==> config.mk <==
export PLATFORM = sky130hd
export DESIGN_NAME = apsp_ram
export DESIGN_NICKNAME = d
export VERILOG_FILES = /design/src/apsp_ram.sv
export SDC_FILE = /design/constraint.sdc
export NUM_CORES = 1
export LEC_CHECK = 0
export BUFFER_PORTS_ARGS = -buffer_cell sky130_fd_sc_hd__buf_2
export CAP_MARGIN = 15
export CORE_MARGIN = 5
export CORE_UTILIZATION = 40
export DETAILED_ROUTE_END_ITERATION = 6
export PLACE_DENSITY = 0.65
export SLEW_MARGIN = 10
export SYNTH_ARGS = -nofsm -noshare
export SYNTH_HDL_FRONTEND = slang
export SYNTH_SLANG_ARGS = --single-unit
==> constraint.sdc <==
create_clock -name i_clk -period 3.9 [get_ports i_clk]
set_clock_uncertainty 0.2 [all_clocks]
set_input_delay 0.195 -clock i_clk [delete_from_list [all_inputs] [get_ports i_clk]]
set_output_delay 0.195 -clock i_clk [all_outputs]
set_load 0.005 [all_outputs]
==> src/apsp_ram.sv <==
// Generic RAM with one write port and two registered read ports.
module apsp_ram #(
    parameter int WIDTH = 8,
    parameter int DEPTH = 16
) (
    input  logic                     i_clk,
    input  logic                     i_we,
    input  logic [$clog2(DEPTH)-1:0] i_waddr,
    input  logic [WIDTH-1:0]         i_wdata,
    input  logic [$clog2(DEPTH)-1:0] i_raddr_a,
    output logic [WIDTH-1:0]         o_rdata_a,
    input  logic [$clog2(DEPTH)-1:0] i_raddr_b,
    output logic [WIDTH-1:0]         o_rdata_b
);

    logic [WIDTH-1:0] r_mem [DEPTH];

    // Write port and registered read ports.
    always_ff @(posedge i_clk) begin
        if (i_we) begin
            r_mem[i_waddr] <= i_wdata;
        end
        o_rdata_a <= r_mem[i_raddr_a];
        o_rdata_b <= r_mem[i_raddr_b];
    end

endmodule

==> results of run 1 <==
-- layer usage --
metal	track usage (%)	wire length (um)	vias up
met1	24.6	6720	1811
met5	0	0	-
li1	-	-	1447
met2	24.6	6740	164
met3	4.40	1140	21
met4	7.11	275	0
-- worst paths after layout --
check                 end  slack, ns  cells past startpoint
max          o_rdata_b[7]       1.88                      4
min           r_mem[8][4]       0.16                      3
max reg2reg  o_rdata_a[0]       2.21                      3
min reg2reg  o_rdata_b[6]       0.50                      3
-- sequential cells by signal (all words and copies together) (netlist names) --
name and flops:
r_mem 128, o_rdata_a 8, o_rdata_b 8
-- cells by family after synthesis --
kind of cell	share of synthesized area [%]
AOI/OAI and AO/OA	3.79
buffers and inverters	2.72
DFF	65.6
muxes	24.4
and+or+nand+nor	3.43
-- layout by cell type, fill, tap and decap left out, types with 4 or more instances in the layout --
cell and n:
a22oi_1 32, buf_2 37, buf_4 5, bufinv_16 4
clkbuf_16 17, dfxtp_1 16, dlygate4sd3_1 8, edfxtp_1 128
mux4_1 28, mux4_2 34, nand2_1 17, nor2_1 14
nor3_1 4
-- report_power, final --
part	switching (mW)	internal (mW)	total, mW
Combinational	0.135	0.117	0.252
Clock	0.596	1.10	1.70
Sequential	0.0182	1.73	1.75
-- timing repair --
action,in CTS,in global routing
resized for setup,0,0
hold buffers,8,0
endpoints found under the hold margin,128,0
setup endpoints to repair,0,0
-- stage by stage --
| step | total power, mW | cells | util [%] | area (um2) | worst slack (ns) |
|---|---|---|---|---|---|
| 6_report | 3.70 | 588 | 47.1 | 7400 | 1.88 |
| 5_1_grt | 3.81 | 588 | 47.1 | 7400 | 1.77 |
| 4_1_cts | 3.72 | 585 | 46.9 | 7370 | 1.84 |
| 3_5_place_dp | 2.02 | 545 | 42.4 | 6670 | 1.40 |
| 3_3_place_gp | 2.02 | 545 | 42.4 | 6670 | 1.45 |
| 2_1_floorplan | 1.93 | 307 | - | 6350 | 2.01 |
-- worst max-delay path: stages --
cell     delay (ns)
buf_2          0.81
mux4_4         0.74
a22oi_1        0.25
nand2_1        0.08
-- layout make-up --
type	count	area [um2]	share of cell area (%)
multi-input combinational	143	2010	27.1
clock inverter	10	160	2.16
tap	216	270	3.65
sequential	144	4160	56.2
clock buffer	22	464	6.27
timing repair buffer	53	337	4.55
==> metrics.sh, run 1 <==
YS_ASYNC_SR_FRACTION_PCT=0
FINALSETUPVIOLCOUNT=0
POST_SYNTH_NUM_CELL_TYPES=20
H-TREE-DEPTH=4
IO-PIN-COUNT=38
NETS=381
MAXSLEWHEADROOM_PCT=18.8
YS.WARNINGS.COUNT=0
SYNTH.TOP_CELL.AREA_SHARE_PCT=60.6
TRITONCTS_CLOCK_TREE='done'
DIE_WIDTH_UM=136
RSZ0062_AT_GRT='false'
SETUP.WORST_PATH.START='i_raddr_b[0]'
DIE_Y_UM=136
GRT_PASS1_WL_MM=22.3
AVERAGE_CELL_AREA_AFTER_SYNTHESIS_UM2=20.7
IR_DROP_WORST_VDD_mV=0.295
HOLD_CLASS='primary input to register'
ROUTABILITYCONGESTION=0.795
HOLD_WS_NS=0.158
YOSYSTOPAREACELL='edfxtp_1'
ROWS=46
DRT-PASS1-ITER-COUNT=4
TIGHTESTPINTRANSITION_NS=1.21
FILLERS=1308
VIA_COUNT_OF_THE_FIRST_GLOBAL_ROUTING_PASS=3562
FINAL.MIN_CLOCK_PERIOD_NS=2.02
SETUP_TNS_AFTER_FINAL_LAYOUT_NS=0
MAXCLOCKFREQUENCY_MHz=494
TIMING.HOLD.WORST.START='i_waddr[0]'
OUTCOME='finished, final reports clean'
YOSYS_REGISTER_BITS=144
CLOCKROOTBUFFER='clkbuf_16'
YS_SEQ_AREA_SHARE_PCT=65.6
CTS_POST_SETUP_BUFFERS_INSERTED=0
GRTUSAGETOTAL_PCT=17.0
FINAL_MAX_SLEW_VIOL_COUNT=0
CTS.CLK_SLEW.WORST_PATHS_NS=0.06
POWER-PER-CELL-AREA_nW_PER_UM2=499
DRV.MAX_CAP_VIOLATION_COUNT=0
SYNTH_TOP_FLOP_CELL='edfxtp_1'
ROUTE.DETAILED.VIAS_PER_INST=5.86
FLOORPLAN.DIE_AREA_UM2=18500
R2R_START='r_mem[3][0]'
CTS_MAX_PATH_BUFFERS=2
CRIT_FANOUT=32
AREA_OF_THE_CORE_UM2=15700
CRITICAL_PATH.STARTPOINT_TYPE='primary input'
DETAIL_ROUTE.ITER0.VIOLATIONS=400
INITIAL_ANTENNA_VIOLATION_COUNT=0
GRT-OVFL-TOTAL=0
NETLIST_INSTANCES=307
WL_MM=14.9
IO_BUFFER_COUNT=37
CELLLEAKAGEPOWER_nW=2.53
NUM_ANTENNA_CELLS=0
CLOCK_LATENCY_NS=0.41
DP.FINAL_HPWL_MM=8.80
CTS.SINK_COUNT=144
SYNTH.TOP_CELLS.BY_COUNT='edfxtp_1, mux4_2, a22oi_1'
DRC_ERRORS=0
HOLD_VIOL=0
CRITPATHKIND='primary input to register'
DR_TOTAL_VIAS=3443
NETLIST_AREA_UM2=6350
CRITPATHREQUIREDTIME_NS=3.99
DRTANTENNAVIOLNETS=0
WORST_EP_ARRIVAL_TIME_NS=2.11
GRT_MAX_DEGREE=33
AREA_DELTA_SYNTH_FINAL_PCT=16.7
CTS_INSERTED_BUFFERS=17
TIMING.CRITICAL_PATH.TO_TYPE='register'
COUNT_OF_FLIP_FLOPS_WITH_A_BUILT_IN_ENABLE_AFTER_SYNTHESIS=128
SHARE_OF_FINAL_LAYOUT_STANDARD_CELLS_STRONGER_THAN_DRIVE_STRENGTH_1_PCT=29.8
PERIOD_SHARE_PCT=51.9
DETAIL_ROUTE.WL_PER_CELL_UM=25.3
SYNTH.MOST_COMMON_CELL='edfxtp_1'
SYNTH_NETS=329
YS_TOP_CELLS_BY_AREA='edfxtp_1, mux4_2, mux4_1'
INITIAL_UTILIZATION_PCT=40.4
(Power assumes the default switching activity.)
==> inputs of run 2 (changes only) <==
PLACE_DENSITY = 0.67   (was 0.65)
clock period = 1.7 ns   (was 3.9 ns; I/O delays follow)
==> run 2 against run 1 <==
  * Sequential power up 130%
  * Register-to-register slack worse by 2.1 ns
  * Critical path depth down 1
  * Clock power up 110%
  * Cell area up 3.0%
  * Worst setup slack worse by 1.8 ns
  * Worst hold slack worse by 0.10 ns
==> metrics.sh, run 2 (synthesized netlist as in run 1, its figures left out) <==
FINAL_CELL_MIX='edfxtp_1, buf_2, mux4_2'
FLOORPLAN.DIE_AREA_UM2=18500  # unchanged
WL_MM=14.0  # -6.1%
IO_BUFFER_COUNT=37  # unchanged
INITIAL_ANTENNA_VIOLATION_COUNT=0  # unchanged
TOP_REGISTER='r_mem'
CRITPATHKIND='register to register'
WORST_EP_ARRIVAL_TIME_NS=1.69  # -0.42 ns
AREA_OF_THE_CORE_UM2=15700  # unchanged
DRT-PASS1-ITER-COUNT=4  # unchanged
REG_TOP3='r_mem (128), o_rdata_a (8), o_rdata_b (8)'
CRITICAL-PATH-MAX-STAGE-DELAY_NS=0.61  # -0.20 ns
FILLERS=1298  # -0.76%
HOLD_CLASS='primary input to register'
AREA_DELTA_SYNTH_FINAL_PCT=20.2
DETAIL_ROUTE.WL_PER_CELL_UM=22.8  # -9.9%
CRITICAL_PATH.STARTPOINT_TYPE='register'
NETS=406  # +6.6%
SHARE_OF_FINAL_LAYOUT_STANDARD_CELLS_STRONGER_THAN_DRIVE_STRENGTH_1_PCT=34.5  # +4.7 points
FINAL.MIN_CLOCK_PERIOD_NS=1.61
CLOCKROOTBUFFER='clkbuf_16'
SEQUENTIAL_CELL_AREA_UM2=4160  # unchanged
CTS.CLK_SLEW.WORST_PATHS_NS=0.06  # about the same
NUM_ANTENNA_CELLS=0  # unchanged
CRIT_FANOUT=2  # -94%
CTS_MAX_PATH_BUFFERS=2  # unchanged
IR_DROP_WORST_VDD_mV=0.852  # +190%
CTS_INSERTED_BUFFERS=17  # unchanged
LAYOUT_COMMONEST_CELL='edfxtp_1'
ROUTE.DETAILED.VIAS_PER_INST=5.56  # -5.1%
IO-PIN-COUNT=38  # unchanged
HOLD_PATH_DEPTH=3  # unchanged
DIE_WIDTH_UM=136  # unchanged
DETAIL_ROUTE.ITER0.VIOLATIONS=404  # +1.0%
DR_TOTAL_VIAS=3406  # -1.1%
MAXCLOCKFREQUENCY_MHz=622
GRT_PASS1_WL_MM=21.1  # -5.1%
PERIOD_SHARE_PCT=94.6
CLOCK_LATENCY_NS=0.41  # about the same
H-TREE-DEPTH=4  # unchanged
CPMAXSTAGEDELAYCELL='mux4_4'
TRITONCTS_CLOCK_TREE='done'
HOLD_WS_NS=0.0578  # -0.100 ns
TIMING.CRITICAL_PATH.TO_TYPE='register'
FINAL-INSTANCE-COUNT-EXCL-FILL=613  # +4.3%
CRITPATHREQUIREDTIME_NS=1.78  # -2.21 ns
RSZ0062_AT_GRT='false'
FINALSETUPVIOLCOUNT=0  # unchanged
POST_DP_CELL_AREA_UM2=6960  # +4.4%
ROUTABILITYCONGESTION=0.777  # -2.3%
DRC_ERRORS=0  # unchanged
WORST_REG2REG_PATH_DEPTH=3  # unchanged
POWER-PER-CELL-AREA_nW_PER_UM2=1080  # +120%
MULTIINPUTGATEAREA_UM2=2010  # +0.25%
LARGEST_REGISTER_FF_COUNT=128  # unchanged
DIE_Y_UM=136  # unchanged
GRT-OVFL-TOTAL=0  # unchanged
CRIT_CHAIN='mux4_4 -> a22oi_1 -> nand2_1'
VIA_COUNT_OF_THE_FIRST_GLOBAL_ROUTING_PASS=3590  # +0.79%
DRTANTENNAVIOLNETS=0  # unchanged
ROWS=46  # unchanged
GRT_MAX_DEGREE=25  # -24%
OUTCOME='finished, final reports clean'
DP.CELLS=573  # +5.1%
CELLLEAKAGEPOWER_nW=2.66  # +5.2%
CTS_POST_SETUP_BUFFERS_INSERTED=0  # unchanged
MAXSLEWHEADROOM_PCT=32.6  # +14 points
POST-ROUTE-CELL-AREA_UM2=7630  # +3.0%
INITIAL_UTILIZATION_PCT=40.4  # unchanged
HOLD_VIOL=0  # unchanged
DP.FINAL_HPWL_MM=9.52  # +8.2%
FINAL_MAX_SLEW_VIOL_COUNT=0  # unchanged
GRTUSAGETOTAL_PCT=16.0  # -0.97 points
DRV.MAX_CAP_VIOLATION_COUNT=0  # unchanged
TIGHTESTPINTRANSITION_NS=1.01  # -0.204 ns
CTS.SINK_COUNT=144  # unchanged
-- run 2: cell count changes in the layout (fill, tap and decap cells not counted), sizes merged --
cell,change
buf,+25
bufinv,-2
clkinvlp,+2
-- run 2: critical path: cells and delay by family, from the launching register on --
kind	cells	cell delay, ns
muxes	1	0.61
DFF	1	0.38
AOI/OAI and AO/OA	1	0.20
and+or+nand+nor	1	0.09
-- run 2: what timing repair did --
action	in CTS	in global routing
gates resized for setup	0	0
endpoints found under the hold margin	128	0
hold buffers	8	0
-- run 2: power by group --
part,switching [mW],internal [mW],total [mW]
registers,0.0389,3.96,4.00
clock network,1.32,2.30,3.62
logic,0.313,0.313,0.626
total,1.67,6.58,8.25
-- run 2: path summary, 6_finish.rpt --
check                   start           end  slack (ns)
hold / removal     i_waddr[0]   r_mem[8][3]        0.06
hold reg to reg   r_mem[7][4]  o_rdata_a[4]        0.49
setup reg to reg  r_mem[0][0]  o_rdata_a[0]        0.09
setup / recovery  r_mem[0][0]  o_rdata_a[0]        0.09
-- run 2: area by class of cell --
type | instances | area share (%)
Clock inverter | 10 | 1.43
Tap cell | 216 | 3.54
Sequential cell | 144 | 54.6
Multi-Input combinational cell | 143 | 26.4
Timing Repair Buffer | 78 | 7.71
Clock buffer | 22 | 6.35
-- run 2: stage by stage --
| stage | util, % | setup WS, ns | setup TNS (ns) | power [mW] |
|---|---|---|---|---|
| 2_1_floorplan | - | 0.149 | 0 | 4.43 |
| 3_3_place_gp | 44.3 | -0.0578 | -0.0578 | 4.68 |
| 3_5_place_dp | 44.3 | -0.0715 | -0.175 | 4.69 |
| 4_1_cts | 48.6 | 0.0475 | 0 | 8.31 |
| 5_1_grt | 48.6 | 0.0152 | 0 | 8.53 |
| 6_report | 48.6 | 0.0920 | 0 | 8.25 |
-- run 2: metal layers --
| layer | share of wire, % | track usage (%) | wire, um | vias up |
|---|---|---|---|---|
| li1 | - | - | - | 1495 |
| met1 | 40 | 21.0 | 5600 | 1753 |
| met2 | 51 | 26.2 | 7140 | 146 |
| met3 | 7.7 | 4.81 | 1080 | 12 |
| met4 | 1.1 | 4.54 | 148 | 0 |
| met5 | 0 | 0 | 0 | - |
==> inputs of run 3 (changes only) <==
CORE_MARGIN = not set   (was 5)
PLACE_DENSITY = 0.65   (was 0.67)
clock period = 1.82 ns   (was 1.7 ns; I/O delays follow)
==> run 3 against run 2 <==
  * Die area is 11% lower
  * Critical path depth did not move
  * Fmax fell by 2.2%
  * Combinational power decreased by 9.6%
  * Register-to-register slack better by 0.08 ns
  * Wire length down 0.60%
  * Global-route usage rose by 2.4 points
  * Largest cell class unchanged
==> metrics.sh, run 3 (synthesized netlist as in run 1, its figures left out) <==
MAXCLOCKFREQUENCY_MHz=608  # -2.2%
LARGEST_REGISTER_FF_COUNT=128  # unchanged
VIA_COUNT_OF_THE_FIRST_GLOBAL_ROUTING_PASS=3586  # -0.11%
CRITPATHKIND='register to register'
LAYOUT_COMMONEST_CELL='edfxtp_1'
DETAIL_ROUTE.ITER0.VIOLATIONS=301  # -25%
DRT-PASS1-ITER-COUNT=4  # unchanged
DIE_WIDTH_UM=128  # -5.9%
HOLD_VIOL=0  # unchanged
CTS.CLK_SLEW.WORST_PATHS_NS=0.06  # about the same
DR_TOTAL_VIAS=3366  # -1.2%
INITIAL_ANTENNA_VIOLATION_COUNT=0  # unchanged
CTS_INSERTED_BUFFERS=17  # unchanged
SHARE_OF_FINAL_LAYOUT_STANDARD_CELLS_STRONGER_THAN_DRIVE_STRENGTH_1_PCT=31.7  # -2.8 points
CPMAXSTAGEDELAYCELL='mux4_4'
DRTANTENNAVIOLNETS=0  # unchanged
FINAL_MAX_SLEW_VIOL_COUNT=0  # unchanged
ROUTABILITYCONGESTION=0.740  # -4.9%
DPL_WORST_SLACK_NS=0.0630  # +0.134 ns
CRIT_CHAIN='mux4_4 -> a22oi_1 -> nand2_1'
DRC_ERRORS=0  # unchanged
TIMING.CRITICAL_PATH.TO_TYPE='register'
GRT-OVFL-TOTAL=0  # unchanged
GRT_MAX_DEGREE=33  # +32%
CELLLEAKAGEPOWER_nW=2.60  # -2.4%
FLOORPLAN.DIE_AREA_UM2=16400  # -11%
FINAL.MIN_CLOCK_PERIOD_NS=1.64  # +0.0355 ns
WORST_EP_ARRIVAL_TIME_NS=1.74  # +0.05 ns
CRITICAL-PATH-MAX-STAGE-DELAY_NS=0.60  # about the same
SETUP.REG_TO_REG.WORST_SLACK_NS=0.18  # +0.08 ns
DP.FINAL_HPWL_MM=9.27  # -2.6%
OUTCOME='finished, final reports clean'
INITIAL_UTILIZATION_PCT=41.4  # +1.0 points
IO_BUFFER_COUNT=37  # unchanged
ROWS=45  # -2.2%
H-TREE-DEPTH=4  # unchanged
AREA_OF_THE_CORE_UM2=15300  # -2.5%
MAXSLEWHEADROOM_PCT=41.0  # +8.4 points
NETS=397  # -2.2%
CRITICAL_PATH.STARTPOINT_TYPE='register'
FINAL_CRITICAL_PATH_SETUP_SLACK_NS=0.177  # +0.0845 ns
CLOCKROOTBUFFER='clkbuf_16'
FILLERS=1278  # -1.5%
CLOCK_LATENCY_NS=0.42  # about the same
WORST-PATH-BUF-INV=0  # unchanged
CRIT_FANOUT=2  # unchanged
POWER-PER-CELL-AREA_nW_PER_UM2=991  # -8.4%
DRV.MAX_CAP_VIOLATION_COUNT=0  # unchanged
FINALSETUPVIOLCOUNT=0  # unchanged
GRT_PASS1_WL_MM=20.9  # -1.0%
CTS.SINK_COUNT=144  # unchanged
R2R_START='r_mem[0][7]'
DIE_Y_UM=128  # -5.9%
IO-PIN-COUNT=38  # unchanged
CRITICAL_PATH.TOP_DELAY_FAMILY='multiplexers'
REG_TOP3='r_mem (128), o_rdata_a (8), o_rdata_b (8)'
POSTLAYOUTCOREUTIL_PCT=48.9  # +0.31 points
TIGHTESTPINTRANSITION_NS=0.884  # -0.125 ns
FINAL_CELL_MIX='edfxtp_1, buf_2, mux4_2'
CTS_MAX_PATH_BUFFERS=2  # unchanged
NUM_ANTENNA_CELLS=0  # unchanged
IR_DROP_WORST_VDD_mV=0.712  # -16%
WL_MM=13.9  # -0.60%
TRITONCTS_CLOCK_TREE='done'
AREA_DELTA_SYNTH_FINAL_PCT=17.9
SETUP_TNS_AFTER_FINAL_LAYOUT_NS=0  # unchanged
PERIOD_SHARE_PCT=90.3  # -4.3 points
DETAIL_ROUTE.WL_PER_CELL_UM=23.2  # +1.7%
ROUTE.DETAILED.VIAS_PER_INST=5.62  # +1.1%
SETUP.WORST_PATH.START='r_mem[0][7]'
CRITPATHREQUIREDTIME_NS=1.92  # +0.14 ns
RSZ0062_AT_GRT='false'
GRTUSAGETOTAL_PCT=18.5  # +2.4 points
TIMING.HOLD.WORST.START='i_waddr[0]'
HOLD_CLASS='primary input to register'
TOP_REGISTER='r_mem'
-- run 3: layer usage --
metal | global-route usage (%) | part of all wire, % | vias to the layer above
li1 | - | - | 1478
met1 | 23.4 | 40 | 1754
met2 | 30.9 | 52 | 125
met3 | 5.34 | 7.0 | 9
met4 | 5.54 | 0.85 | 0
met5 | 0 | 0 | -
-- run 3: worst reg2reg max path, cell delays in order (launching register included) --
cell and delay (ns):
edfxtp_1 0.39, mux4_4 0.60, a22oi_1 0.26, nand2_1 0.09
-- run 3: final timing paths --
path / end / cells after the start
worst min register to register: o_rdata_b[6] / 3
worst max-delay path: o_rdata_b[7] / 3
worst min-delay path: r_mem[0][0] / 3
worst max register to register: o_rdata_b[7] / 3
-- run 3: layout make-up --
class,instances,area (um2),area share (%)
flip-flops and latches,144,4160,55.6
multi-input cells,143,2010,26.9
repair buffers,69,520,6.96
clock buffers,24,462,6.17
well taps,211,264,3.53
clock inverters,8,63.8,0.853
-- run 3: report_power, final --
part	switching [mW]	internal (mW)
logic	0.287	0.280
clock network	1.21	1.89
registers	0.0439	3.70
total	1.54	5.87
-- run 3: repair_timing --
item | CTS | global route
gates resized for setup | 0 | 0
endpoints found under the hold margin | 128 | 0
setup buffers | 0 | 0
hold buffers | 8 | 0
-- run 3: stage by stage --
stage                     hold WS (ns)  instance area (um2)  cells  total power [mW]
after floorplan                -0.0101                 6350    307              4.13
after global placement           0.272                 6880    559              4.36
after detailed placement         0.266                 6880    559              4.37
after CTS                       0.0123                 7480    599              7.48
after global routing            0.0296                 7480    599              7.64
final                           0.0424                 7480    599              7.41
